File: src/hdl/dxt_pkg.sv
package dxt_pkg;

  localparam int unsigned DXT_MAX_IMAGE_DIM = 4096;
  localparam int unsigned DXT_QUEUE_DEPTH   = 2;
  localparam int unsigned DXT_CFG_W         = 13;
  localparam int unsigned DXT_CFG_IDX_W     = 2;

  localparam logic [DXT_CFG_IDX_W-1:0] REG_HAS_ALPHA    = 2'd0;
  localparam logic [DXT_CFG_IDX_W-1:0] REG_IMAGE_WIDTH  = 2'd1;
  localparam logic [DXT_CFG_IDX_W-1:0] REG_IMAGE_HEIGHT = 2'd2;

  // One decoded block waiting for texel emission.
  typedef struct packed {
    logic [3:0][23:0] color;
    logic [7:0][7:0]  alpha;
    logic [31:0]      color_codes;
    logic [47:0]      alpha_codes;
    logic [9:0]       blk_x;
    logic [9:0]       blk_y;
    logic [1:0]       cols_m1;
    logic [1:0]       rows_m1;
  } dxt_entry_t;

  function automatic logic [7:0] widen5(logic [4:0] v);
    logic [12:0] t;
    logic [13:0] s;
    t = 13'({8'd0, v} * 13'd255) + 13'd16;
    s = {1'b0, t} + 14'(t >> 5);
    return 8'(s >> 5);
  endfunction

  function automatic logic [7:0] widen6(logic [5:0] v);
    logic [13:0] t;
    logic [14:0] s;
    t = 14'({8'd0, v} * 14'd255) + 14'd32;
    s = {1'b0, t} + 15'(t >> 6);
    return 8'(s >> 6);
  endfunction

  // x / 3 for x < 768
  function automatic logic [7:0] div3(logic [9:0] x);
    logic [19:0] p;
    p = {10'd0, x} * 20'd683;
    return p[18:11];
  endfunction

  // x / 7 for x < 1792
  function automatic logic [7:0] div7(logic [10:0] x);
    logic [22:0] p;
    p = {12'd0, x} * 23'd2341;
    return p[21:14];
  endfunction

  // x / 5 for x < 1280
  function automatic logic [7:0] div5(logic [10:0] x);
    logic [22:0] p;
    p = {12'd0, x} * 23'd3277;
    return p[21:14];
  endfunction

  function automatic logic [7:0] mix3(logic [7:0] a, logic [7:0] b);
    return div3({1'b0, a, 1'b0} + {2'b0, b});
  endfunction

  function automatic logic [7:0] avg2(logic [7:0] a, logic [7:0] b);
    logic [8:0] s;
    s = {1'b0, a} + {1'b0, b};
    return s[8:1];
  endfunction

endpackage

File: src/hdl/dxt_front.sv
module dxt_front import dxt_pkg::*; #(
  parameter int unsigned MAX_IMAGE_DIM = DXT_MAX_IMAGE_DIM
) (
  input  logic                     clk_i,
  input  logic                     rst_ni,
  input  logic                     cfg_we_i,
  input  logic [DXT_CFG_IDX_W-1:0] cfg_index_i,
  input  logic [DXT_CFG_W-1:0]     cfg_wdata_i,
  input  logic                     push,
  output logic                     full,
  input  logic [7:0]               alpha_end0_i,
  input  logic [7:0]               alpha_end1_i,
  input  logic [47:0]              alpha_codes_i,
  input  logic [15:0]              color_end0_i,
  input  logic [15:0]              color_end1_i,
  input  logic [31:0]              color_codes_i,
  output logic                     q_push_o,
  output dxt_entry_t               q_entry_o,
  input  logic                     q_full_i
);

  localparam int unsigned DIM_W = $clog2(MAX_IMAGE_DIM + 1);
  localparam int unsigned CNT_W = DIM_W - 1;

  function automatic logic [DIM_W-1:0] eff_dim(logic [DXT_CFG_W-1:0] v);
    if (v == '0) return DIM_W'(1);
    if (32'(v) > 32'(MAX_IMAGE_DIM)) return DIM_W'(MAX_IMAGE_DIM);
    return DIM_W'(v);
  endfunction

  function automatic logic [CNT_W-1:0] blocks(logic [DIM_W-1:0] d);
    logic [DIM_W:0] s;
    s = {1'b0, d} + (DIM_W+1)'(3);
    return CNT_W'(s >> 2);
  endfunction

  // config and block position
  logic             has_alpha_q, has_alpha_d;
  logic [DIM_W-1:0] w_q, w_d, h_q, h_d;
  logic [CNT_W-1:0] bx_q, bx_d, by_q, by_d;
  logic [CNT_W-1:0] col_q, col_d, row_q, row_d;

  // registered block
  logic             f1_valid_q, f1_valid_d;
  logic [1:0][7:0]  r_q, g_q, b_q;
  logic [7:0]       a0_q, a1_q;
  logic [47:0]      acodes_q;
  logic [31:0]      ccodes_q;
  logic             four_q;
  logic [9:0]       blk_x_q, blk_y_q;
  logic [1:0]       cols_m1_q, rows_m1_q;

  logic             accept;
  logic [CNT_W-1:0] col_e, row_e;
  logic [CNT_W:0]   col_n, row_n;
  logic [DIM_W:0]   rem_x, rem_y;
  logic [1:0]       cols_m1, rows_m1;

  assign full     = f1_valid_q & q_full_i;
  assign accept   = push & ~full;
  assign q_push_o = f1_valid_q & ~q_full_i;

  assign col_e = (col_q >= bx_q) ? '0 : col_q;
  assign row_e = (row_q >= by_q) ? '0 : row_q;
  assign col_n = {1'b0, col_e} + (CNT_W+1)'(1);
  assign row_n = {1'b0, row_e} + (CNT_W+1)'(1);

  // visible texels of this block, at least one in each direction
  assign rem_x   = {1'b0, w_q} - {col_e, 2'b00};
  assign rem_y   = {1'b0, h_q} - {row_e, 2'b00};
  assign cols_m1 = (rem_x >= (DIM_W+1)'(4)) ? 2'd3 : rem_x[1:0] - 2'd1;
  assign rows_m1 = (rem_y >= (DIM_W+1)'(4)) ? 2'd3 : rem_y[1:0] - 2'd1;

  always_comb begin
    has_alpha_d = has_alpha_q;
    w_d         = w_q;
    h_d         = h_q;
    bx_d        = bx_q;
    by_d        = by_q;
    col_d       = col_q;
    row_d       = row_q;
    f1_valid_d  = accept | (f1_valid_q & q_full_i);
    if (cfg_we_i) begin
      case (cfg_index_i)
        REG_HAS_ALPHA: begin
          has_alpha_d = cfg_wdata_i[0];
          col_d       = '0;
          row_d       = '0;
        end
        REG_IMAGE_WIDTH: begin
          w_d   = eff_dim(cfg_wdata_i);
          bx_d  = blocks(eff_dim(cfg_wdata_i));
          col_d = '0;
          row_d = '0;
        end
        REG_IMAGE_HEIGHT: begin
          h_d   = eff_dim(cfg_wdata_i);
          by_d  = blocks(eff_dim(cfg_wdata_i));
          col_d = '0;
          row_d = '0;
        end
        default: ;
      endcase
    end else if (accept) begin
      if (col_n >= {1'b0, bx_q}) begin
        col_d = '0;
        row_d = (row_n >= {1'b0, by_q}) ? '0 : row_n[CNT_W-1:0];
      end else begin
        col_d = col_n[CNT_W-1:0];
        row_d = row_e;
      end
    end
  end

  always_ff @(posedge clk_i or negedge rst_ni) begin
    if (!rst_ni) begin
      has_alpha_q <= 1'b0;
      w_q         <= DIM_W'(4);
      h_q         <= DIM_W'(4);
      bx_q        <= CNT_W'(1);
      by_q        <= CNT_W'(1);
      col_q       <= '0;
      row_q       <= '0;
      f1_valid_q  <= 1'b0;
    end else begin
      has_alpha_q <= has_alpha_d;
      w_q         <= w_d;
      h_q         <= h_d;
      bx_q        <= bx_d;
      by_q        <= by_d;
      col_q       <= col_d;
      row_q       <= row_d;
      f1_valid_q  <= f1_valid_d;
    end
  end

  always_ff @(posedge clk_i) begin
    if (accept) begin
      r_q[0]    <= widen5(color_end0_i[15:11]);
      g_q[0]    <= widen6(color_end0_i[10:5]);
      b_q[0]    <= widen5(color_end0_i[4:0]);
      r_q[1]    <= widen5(color_end1_i[15:11]);
      g_q[1]    <= widen6(color_end1_i[10:5]);
      b_q[1]    <= widen5(color_end1_i[4:0]);
      a0_q      <= alpha_end0_i;
      a1_q      <= alpha_end1_i;
      acodes_q  <= alpha_codes_i;
      ccodes_q  <= color_codes_i;
      four_q    <= has_alpha_q | (color_end0_i > color_end1_i);
      blk_x_q   <= 10'(col_e);
      blk_y_q   <= 10'(row_e);
      cols_m1_q <= cols_m1;
      rows_m1_q <= rows_m1;
    end
  end

  // palettes
  always_comb begin
    q_entry_o.color[0] = {r_q[0], g_q[0], b_q[0]};
    q_entry_o.color[1] = {r_q[1], g_q[1], b_q[1]};
    if (four_q) begin
      q_entry_o.color[2] = {mix3(r_q[0], r_q[1]), mix3(g_q[0], g_q[1]),
                            mix3(b_q[0], b_q[1])};
      q_entry_o.color[3] = {mix3(r_q[1], r_q[0]), mix3(g_q[1], g_q[0]),
                            mix3(b_q[1], b_q[0])};
    end else begin
      q_entry_o.color[2] = {avg2(r_q[0], r_q[1]), avg2(g_q[0], g_q[1]),
                            avg2(b_q[0], b_q[1])};
      q_entry_o.color[3] = '0;
    end
    q_entry_o.alpha[0] = has_alpha_q ? a0_q : 8'hff;
    q_entry_o.alpha[1] = has_alpha_q ? a1_q : 8'hff;
    for (int c = 2; c < 8; c++) begin
      if (!has_alpha_q) begin
        q_entry_o.alpha[c] = 8'hff;
      end else if (a0_q > a1_q) begin
        q_entry_o.alpha[c] = div7(11'((8 - c) * int'(a0_q) + (c - 1) * int'(a1_q)));
      end else if (c == 6) begin
        q_entry_o.alpha[c] = 8'h00;
      end else if (c == 7) begin
        q_entry_o.alpha[c] = 8'hff;
      end else begin
        q_entry_o.alpha[c] = div5(11'((6 - c) * int'(a0_q) + (c - 1) * int'(a1_q)));
      end
    end
    q_entry_o.color_codes = ccodes_q;
    q_entry_o.alpha_codes = acodes_q;
    q_entry_o.blk_x       = blk_x_q;
    q_entry_o.blk_y       = blk_y_q;
    q_entry_o.cols_m1     = cols_m1_q;
    q_entry_o.rows_m1     = rows_m1_q;
  end

endmodule

File: src/hdl/dxt_queue.sv
module dxt_queue import dxt_pkg::*; (
  input  logic       clk_i,
  input  logic       rst_ni,
  input  logic       push_i,
  input  dxt_entry_t wdata_i,
  output logic       full_o,
  input  logic       pop_i,
  output dxt_entry_t rdata_o,
  output logic       empty_o
);

  localparam int unsigned PTR_W = (DXT_QUEUE_DEPTH > 1) ? $clog2(DXT_QUEUE_DEPTH) : 1;
  localparam int unsigned CNT_W = $clog2(DXT_QUEUE_DEPTH + 1);

  dxt_entry_t       mem_q [DXT_QUEUE_DEPTH];
  logic [PTR_W-1:0] wr_q, wr_d, rd_q, rd_d;
  logic [CNT_W-1:0] cnt_q, cnt_d;

  assign full_o  = (cnt_q == CNT_W'(DXT_QUEUE_DEPTH));
  assign empty_o = (cnt_q == '0);
  assign rdata_o = mem_q[rd_q];

  always_comb begin
    wr_d  = wr_q;
    rd_d  = rd_q;
    cnt_d = cnt_q;
    if (push_i) begin
      wr_d = (wr_q == PTR_W'(DXT_QUEUE_DEPTH - 1)) ? '0 : wr_q + PTR_W'(1);
    end
    if (pop_i) begin
      rd_d = (rd_q == PTR_W'(DXT_QUEUE_DEPTH - 1)) ? '0 : rd_q + PTR_W'(1);
    end
    case ({push_i, pop_i})
      2'b10:   cnt_d = cnt_q + CNT_W'(1);
      2'b01:   cnt_d = cnt_q - CNT_W'(1);
      default: cnt_d = cnt_q;
    endcase
  end

  always_ff @(posedge clk_i or negedge rst_ni) begin
    if (!rst_ni) begin
      wr_q  <= '0;
      rd_q  <= '0;
      cnt_q <= '0;
    end else begin
      wr_q  <= wr_d;
      rd_q  <= rd_d;
      cnt_q <= cnt_d;
    end
  end

  always_ff @(posedge clk_i) begin
    if (push_i) begin
      mem_q[wr_q] <= wdata_i;
    end
  end

endmodule

File: src/hdl/dxt_back.sv
module dxt_back import dxt_pkg::*; (
  input  logic        clk_i,
  input  logic        rst_ni,
  input  logic        q_empty_i,
  input  dxt_entry_t  q_entry_i,
  output logic        q_pop_o,
  output logic        empty,
  input  logic        pop,
  output logic [11:0] texel_x_o,
  output logic [11:0] texel_y_o,
  output logic [31:0] rgba_o,
  output logic        last_of_block_o
);

  logic        out_valid_q, out_valid_d;
  logic [1:0]  i_q, i_d, j_q, j_d;
  logic [3:0]  t;
  logic [5:0]  aidx;
  logic [1:0]  cc;
  logic [2:0]  ac;
  logic        advance;
  logic        last;

  assign empty   = ~out_valid_q;
  assign advance = ~q_empty_i & (~out_valid_q | pop);
  assign last    = (i_q == q_entry_i.cols_m1) && (j_q == q_entry_i.rows_m1);
  assign q_pop_o = advance & last;

  assign t    = {j_q, i_q};
  assign aidx = {2'b00, t} + {1'b0, t, 1'b0};
  assign cc   = q_entry_i.color_codes[{t, 1'b0} +: 2];
  assign ac   = q_entry_i.alpha_codes[aidx +: 3];

  // walk only the visible part of the block, row-major
  always_comb begin
    out_valid_d = advance | (out_valid_q & ~pop);
    i_d         = i_q;
    j_d         = j_q;
    if (advance) begin
      if (last) begin
        i_d = '0;
        j_d = '0;
      end else if (i_q == q_entry_i.cols_m1) begin
        i_d = '0;
        j_d = j_q + 2'd1;
      end else begin
        i_d = i_q + 2'd1;
      end
    end
  end

  always_ff @(posedge clk_i or negedge rst_ni) begin
    if (!rst_ni) begin
      out_valid_q <= 1'b0;
      i_q         <= '0;
      j_q         <= '0;
    end else begin
      out_valid_q <= out_valid_d;
      i_q         <= i_d;
      j_q         <= j_d;
    end
  end

  always_ff @(posedge clk_i) begin
    if (advance) begin
      texel_x_o       <= {q_entry_i.blk_x, i_q};
      texel_y_o       <= {q_entry_i.blk_y, j_q};
      rgba_o          <= {q_entry_i.color[cc], q_entry_i.alpha[ac]};
      last_of_block_o <= last;
    end
  end

endmodule

File: src/hdl/dxt_block_decompressor.sv
// DXT1/DXT5 block decompressor.
// Input channel (push/full): one compressed 4x4 block per beat, blocks in
// raster order across the image. Output channel (empty/pop): one texel per
// beat with its image x/y, RGBA and a flag on the last texel of the block.
// Config port: cfg_we_i writes register cfg_index_i (0 has_alpha, 1 width,
// 2 height); any write of those returns the block position to the image
// origin. Write config only while the block is idle.
// Throughput: one texel per cycle while pop is not held low; a full block
// gives 16 texels, edge blocks clipped by width or height fewer. The texel
// sequencer in the back end sets this rate; palette decode runs ahead and
// up to two decoded blocks wait in the queue plus one in the input stage.
// A block's first texel passes the input-stage register, the queue and the
// output register on its way to the outputs when the back end is free.
// Reset: position at origin, width/height 4, DXT1 mode, all stages empty.
// When pop is held low the output register holds its beat, the queue fills,
// and full rises once the input stage is also occupied.
module dxt_block_decompressor import dxt_pkg::*; #(
  parameter int unsigned MAX_IMAGE_DIM = DXT_MAX_IMAGE_DIM
) (
  input  logic                     clk_i,
  input  logic                     rst_ni,
  input  logic                     cfg_we_i,
  input  logic [DXT_CFG_IDX_W-1:0] cfg_index_i,
  input  logic [DXT_CFG_W-1:0]     cfg_wdata_i,
  input  logic                     push,
  output logic                     full,
  input  logic [7:0]               alpha_end0_i,
  input  logic [7:0]               alpha_end1_i,
  input  logic [47:0]              alpha_codes_i,
  input  logic [15:0]              color_end0_i,
  input  logic [15:0]              color_end1_i,
  input  logic [31:0]              color_codes_i,
  output logic                     empty,
  input  logic                     pop,
  output logic [11:0]              texel_x_o,
  output logic [11:0]              texel_y_o,
  output logic [31:0]              rgba_o,
  output logic                     last_of_block_o
);

  logic       q_push, q_pop, q_full, q_empty;
  dxt_entry_t q_wdata, q_rdata;

  dxt_front #(
    .MAX_IMAGE_DIM(MAX_IMAGE_DIM)
  ) u_front (
    .clk_i        (clk_i),
    .rst_ni       (rst_ni),
    .cfg_we_i     (cfg_we_i),
    .cfg_index_i  (cfg_index_i),
    .cfg_wdata_i  (cfg_wdata_i),
    .push         (push),
    .full         (full),
    .alpha_end0_i (alpha_end0_i),
    .alpha_end1_i (alpha_end1_i),
    .alpha_codes_i(alpha_codes_i),
    .color_end0_i (color_end0_i),
    .color_end1_i (color_end1_i),
    .color_codes_i(color_codes_i),
    .q_push_o     (q_push),
    .q_entry_o    (q_wdata),
    .q_full_i     (q_full)
  );

  dxt_queue u_queue (
    .clk_i  (clk_i),
    .rst_ni (rst_ni),
    .push_i (q_push),
    .wdata_i(q_wdata),
    .full_o (q_full),
    .pop_i  (q_pop),
    .rdata_o(q_rdata),
    .empty_o(q_empty)
  );

  dxt_back u_back (
    .clk_i          (clk_i),
    .rst_ni         (rst_ni),
    .q_empty_i      (q_empty),
    .q_entry_i      (q_rdata),
    .q_pop_o        (q_pop),
    .empty          (empty),
    .pop            (pop),
    .texel_x_o      (texel_x_o),
    .texel_y_o      (texel_y_o),
    .rgba_o         (rgba_o),
    .last_of_block_o(last_of_block_o)
  );

  a_no_push_when_full: assert property (@(posedge clk_i) disable iff (!rst_ni)
    q_push |-> !q_full)
    else $error("decoded block pushed into a full queue");

  a_no_pop_when_empty: assert property (@(posedge clk_i) disable iff (!rst_ni)
    q_pop |-> !q_empty)
    else $error("queue popped while empty");

  a_full_backpressure: assert property (@(posedge clk_i) disable iff (!rst_ni)
    full |-> q_full)
    else $error("input stalled while the queue has room");

  a_pop_then_texel: assert property (@(posedge clk_i) disable iff (!rst_ni)
    q_pop |=> !empty && last_of_block_o)
    else $error("block retired without its last texel on the outputs");

endmodule
File: config.mk
export PLATFORM = sky130hd
export DESIGN_NAME = dxt_block_decompressor
export DESIGN_NICKNAME = d
export VERILOG_FILES = /design/src/hdl/dxt_pkg.sv /design/src/hdl/dxt_front.sv /design/src/hdl/dxt_queue.sv /design/src/hdl/dxt_back.sv /design/src/hdl/dxt_block_decompressor.sv
export SDC_FILE = /design/constraint.sdc
export NUM_CORES = 2
export LEC_CHECK = 0
export ABC_CLOCK_PERIOD_IN_PS = 12400
export BUFFER_PORTS_ARGS = -buffer_cell sky130_fd_sc_hd__buf_4
export CORE_UTILIZATION = 55
export DETAILED_ROUTE_END_ITERATION = 8
export GPL_TIMING_DRIVEN = 0
export PLACE_DENSITY = 0.84
export SYNTH_ARGS = -nofsm -noshare
export SYNTH_HDL_FRONTEND = slang
export SYNTH_SLANG_ARGS = --single-unit
File: constraint.sdc
create_clock -name clk_i -period 12.4 [get_ports clk_i]
set_input_delay 1.24 -clock clk_i [delete_from_list [all_inputs] [get_ports clk_i]]
set_output_delay 1.24 -clock clk_i [all_outputs]
set_load 0.02 [all_outputs]
Word level (Yosys, flattened, before mapping)
Memory sizes are Yosys's and may differ from the RTL's.
Cells that the tools add are included.
Cells by class
  add/subtract/negate cells: 46
  multipliers: 28
  order comparisons: 11
  eq/ne operators: 8
  shifts and indexed selects: 2
  multiplexer cells: 60
  bitwise gates (word level): 15
  reductions and logical operators: 13
Operators with widths (number)
  $mul A11 B12 Y22 const B: 10
  $mux W13: 10
  $mux W12: 10
  $mux W8: 15
  $mul A10 B10 Y19 const B: 6
  $add A9 B8 Y10: 6
  $add A13 B5 Y13 const B: 4
  $add A13 B8 Y13: 4
  $mul A5 B8 Y13 const B: 4
  $bmux W24 S2: 1
  $mux W48: 1
  $shiftx A48 B7 Y3: 1
  $mul A2 B8 Y10 const A: 4
  $shiftx A32 B6 Y2: 1
  $add A13 B2 Y14 const B: 2
  $add A14 B6 Y14 const B: 2
  $add A14 B8 Y14: 2
  $ge A14 B3 Y1 const B: 2
  $mul A6 B8 Y14 const B: 2
  $sub A13 B14 Y14: 2
  $add A8 B8 Y9: 3
  $add A12 B1 Y13 const B: 2
  $ge A13 B12 Y1: 2
  $bmux W8 S3: 1
  other kinds (35): 86
Word-level totals
  flip-flop bits (word level): 311
  RAM bits: 528
  word-level logic and storage cells: 217
  memories kept: 1
Memory list
  u_queue.mem_q: depth 2, width 264, rd ports 1, clocked after Yosys merged registers in 0, write ports 1, line dxt_queue.sv:15  | dxt_entry_t mem_q [DXT_QUEUE_DEPTH];

Longest topological paths before layout
  word-level depth: 12
  depth in mapped cells: 32
  gate-level depth less buffers: 32

By module
Synthesis repeated with hierarchy kept, for this count alone.
Unflattened totals
  cells, all modules: 6368
  area, all modules: 75283.5 sq um
By module, submodules not included
  dxt_front: instances 1, cells an instance 5218, area an instance 51141.5 sq um
  dxt_queue: instances 1, cells an instance 837, area an instance 19332.3 sq um
  dxt_back: instances 1, cells an instance 313, area an instance 4809.6 sq um

Worst setup path before layout
No wires, ideal clock.
  kind: flip-flop to flip-flop
  from: reg u_queue.cnt_q[0]
  to: mem u_queue.mem_q[0][0] in the netlist's numbering, enable pin
  arrival: 11.572 ns
  data required time: 11.506 ns
  slack: -0.066 ns
  stages on the path, launching flop included: 4
  path through: dfrtp_1 > nand2b_1 > nand2_1 > nor2_1
On the way
  word-level cells in the longest chain between the ends: 5
RTL lines
  start: declaration: line dxt_queue.sv:17  | logic [CNT_W-1:0] cnt_q, cnt_d;
  start signal: assignment: line dxt_queue.sv:48  | cnt_q <= cnt_d;
  $eq A2 B2 Y1: line dxt_queue.sv:19  | assign full_o = (cnt_q == CNT_W'(DXT_QUEUE_DEPTH));
  $not A1 Y1: line dxt_front.sv:61  | assign q_push_o = f1_valid_q & ~q_full_i;
  $and A1 B1 Y1: line dxt_front.sv:61
  $mux W1: line dxt_queue.sv:53  | if (push_i) begin
  $mux W1 (not written as such): line dxt_queue.sv:54  | mem_q[wr_q] <= wdata_i;
  end: declaration: line dxt_queue.sv:15
Every way passes these cells.

==> impl_metrics.toml <==
[outcome]
status = "complete, but fails checks"
violations = "design-rule violations"

[synth]
synthCells = 6116
yosys_warnings = 0
synth-edff-count = 754
netlist_area_um2 = 73900
synth_top_area_frac = 0.306
synthArstFlopShare = 0.101
synth.yosys.seq_area_share = 0.335
synthesis.nets = 8165
synth_most_common_cell = "ha_1"
synth.distinct_cells = 81
ys_dominant_reg_cell = "edfxtp_1"
synth.avg_cell_area_um2 = 12.1
synth_area_leaders = "edfxtp_1 31%, ha_1 24%, fa_1 13%, inv_1 4.6%, mux4_2 4.5%"
synth.largest_area_cell = "edfxtp_1"
synth-seq-cells = 839
yosys-top-cells-count = "1431 x ha_1, 910 x inv_1, 754 x edfxtp_1, 470 x fa_1, 272 x xnor2_1"

[sta]
rsz0062_at_grt = "false"
whs_ns = 0.434
drv_slew = 0
finalCriticalPeriod_ns = 9.67
layout_setup_ws_ns = 2.73
final-setup-viol-count = 0
skew_ns = 0.0564
tns_ns = 0
min_period_over_period = 0.780
fmax_ghz = 0.103
relSlewSlack = 0.119
hold_viol_final = 0
tightest_slew_ns = 1.31

[clock_network]
cts.clk_slew.worst_paths_ns = 0.07
cts_resized = 0
cts.sinks = 839
htreeDepth = 3
post_cts_buffers = 0
tritoncts = "done"
cts_inserted_buffers = 90
clkLatencyLatePin_ns = 0.74
ctsRootBufferMaster = "clkbuf_16"
cts_hold_buf = 0
max-clock-path-buffers = 3

[global_routing]
grt_use_met1 = 0.334
met2_usage = 0.454
grt_pass1_wl_mm = 281
gr-usage-met3 = 0.0421
grt_usage = 0.266
grt_max_degree = 92
antenna_found_initial = 6
grt_pass1_vias = 52300
gr-total-overflow = 0
grt-busiest-layer = "met2"

[critical_path]
reg2reg_from = "u_front.a0_q[1]"
cp.required_ns = 12.83
startpoint = "u_front.a0_q[1]"
worst_setup_path_start_kind = "register"
worst-path-max-fanout = 15
worstSetupPathType = "reg2reg"
arrival_ns = 10.11
end_kind = "register"

[drt]
wl_per_cell_um = 21.5
drtAntennaViolNets = 0
wl_mm = 178
drt_first_pass_iters = 8
via_count = 49100
first_iter_violations = 3736
drc = 2
vias_per_cell = 5.93

[die]
top_level_ports = 207
die_h_um = 369
rows = 134
start_util = 0.554
die_w_um = 369
coreArea_um2 = 133000
design.die.area_um2 = 136000

[placed_design]
dp_hpwl_mm = 138
finalWeightedCongestion = 0.908
place_ws_ns = 2.84
port_buffers = 205

[finish]
layout.nets = 8479
final_util = 0.608
drive_above_1_share = 0.0993
area.growth.synth_to_final_pct = 9.85
n_fill_cell = 10100

[run]
cap_viol_max_count = 0

[worst_hold_path]
hold_path_startpoint = "u_front.blk_y_q[0]"
hold_class = "reg2reg"
## cell type report
cell class	count	area [um^2]	share of cell area
multi-input cells	4275	45300	0.558
well taps	1768	2210	0.0272
clock inverters	62	756	0.00931
inverters	913	3440	0.0423
diodes	3	7.51	0.0000925
plain buffers	89	422	0.00519
flip-flops and latches	839	24800	0.305
repair buffers	222	1940	0.0239
clock buffers	108	2340	0.0289
## sequential cells by signal, indices dropped and copies added, names as in the netlist, 13 cells and up
register,flops
u_front.h_q,13
u_queue.mem_q,528
u_front.acodes_q,48
u_front.w_q,13
u_back.rgba_o,32
u_front.q_entry_o,48
u_front.ccodes_q,32
## final timing paths
check | endpoint | slack [ns] | cells after the start
max | u_queue.mem_q[1][151] | 2.73 | 27
min | u_queue.mem_q[0][4] | 0.43 | 0
max reg2reg | u_queue.mem_q[1][151] | 2.73 | 27
min reg2reg | u_queue.mem_q[0][4] | 0.43 | 0
max in group asynchronous | u_front.has_alpha_q | 10.93 | 1
min in group asynchronous | u_queue.rd_q | 0.71 | 1
## cells by family after synthesis
| family | after synthesis | synth area share |
|---|---|---|
| AO/OA/AOI/OAI | 938 | 0.0822 |
| XOR/XNOR | 405 | 0.0482 |
| adder cells (fa/ha/maj) | 1901 | 0.370 |
| buffers and inverters | 1002 | 0.0521 |
| flip-flops | 839 | 0.335 |
| multiplexers | 279 | 0.0640 |
| AND/OR/NAND/NOR | 752 | 0.0487 |
## metal layers
layer  wire length [um]  share of wire
met4               7980          0.045
met5                 27        0.00015
met2              86500           0.49
met1              70800           0.40
met3              12800          0.072
## cell usage in the layout, fill, tap and decap left out, types with 21 or more instances in the layout
| master | Yosys | routed |
|---|---|---|
| xor2_1 | 132 | 132 |
| nand2b_1 | 34 | 34 |
| or3_1 | 21 | 21 |
| o31ai_1 | 23 | 23 |
| o21ai_0 | 184 | 184 |
| a31oi_1 | 24 | 24 |
| edfxtp_1 | 754 | 754 |
| clkbuf_16 | 0 | 90 |
| mux2i_1 | 73 | 73 |
| o211ai_1 | 32 | 32 |
| nand3_1 | 60 | 60 |
| o21bai_1 | 75 | 75 |
| nor2_1 | 180 | 179 |
| a21oi_1 | 271 | 271 |
| a21o_1 | 111 | 111 |
| clkbuf_1 | 55 | 70 |
| nor2b_1 | 33 | 33 |
| and2_1 | 33 | 33 |
| o21a_1 | 46 | 46 |
| and3_1 | 23 | 22 |
| inv_1 | 910 | 908 |
| dfrtp_1 | 81 | 81 |
| nor3_1 | 55 | 55 |
| mux4_2 | 149 | 149 |
| nand2_1 | 234 | 234 |
| xnor2_1 | 272 | 272 |
| ha_1 | 1431 | 1431 |
| a211oi_1 | 27 | 27 |
| buf_4 | 3 | 208 |
| mux2_2 | 56 | 56 |
| fa_1 | 470 | 470 |
## critical path, cell delays in order, from the launching register on
cell and delay, ns:
edfxtp_1 1.21, inv_1 0.58, fa_1 0.62, nand2b_1 0.16, a21boi_0 0.32, o21a_1 0.20, o21ai_0 0.08, a21oi_1 0.46
ha_1 0.37, a21oi_1 0.13, a21boi_0 0.31, inv_1 0.12, ha_1 0.23, fa_1 0.53, inv_1 0.05, fa_1 0.49
fa_1 0.50, inv_1 0.04, ha_1 0.27, ha_1 0.27, o21a_1 0.17, o21ai_0 0.28, a21oi_1 0.12, a211oi_1 0.58
o211ai_1 0.23, a31oi_1 0.26, nor4_1 0.07, a221oi_1 0.64
## through the flow
step,instance area (um^2),instances
2_1_floorplan,73900,6116
3_3_place_gp,77700,8089
3_5_place_dp,78000,8105
4_1_cts,81100,8275
5_1_grt,81200,8279
6_report,81200,8279
Power is not shown: default switching activity piles up to over one toggle a cycle in this logic, so the estimate is an artifact.
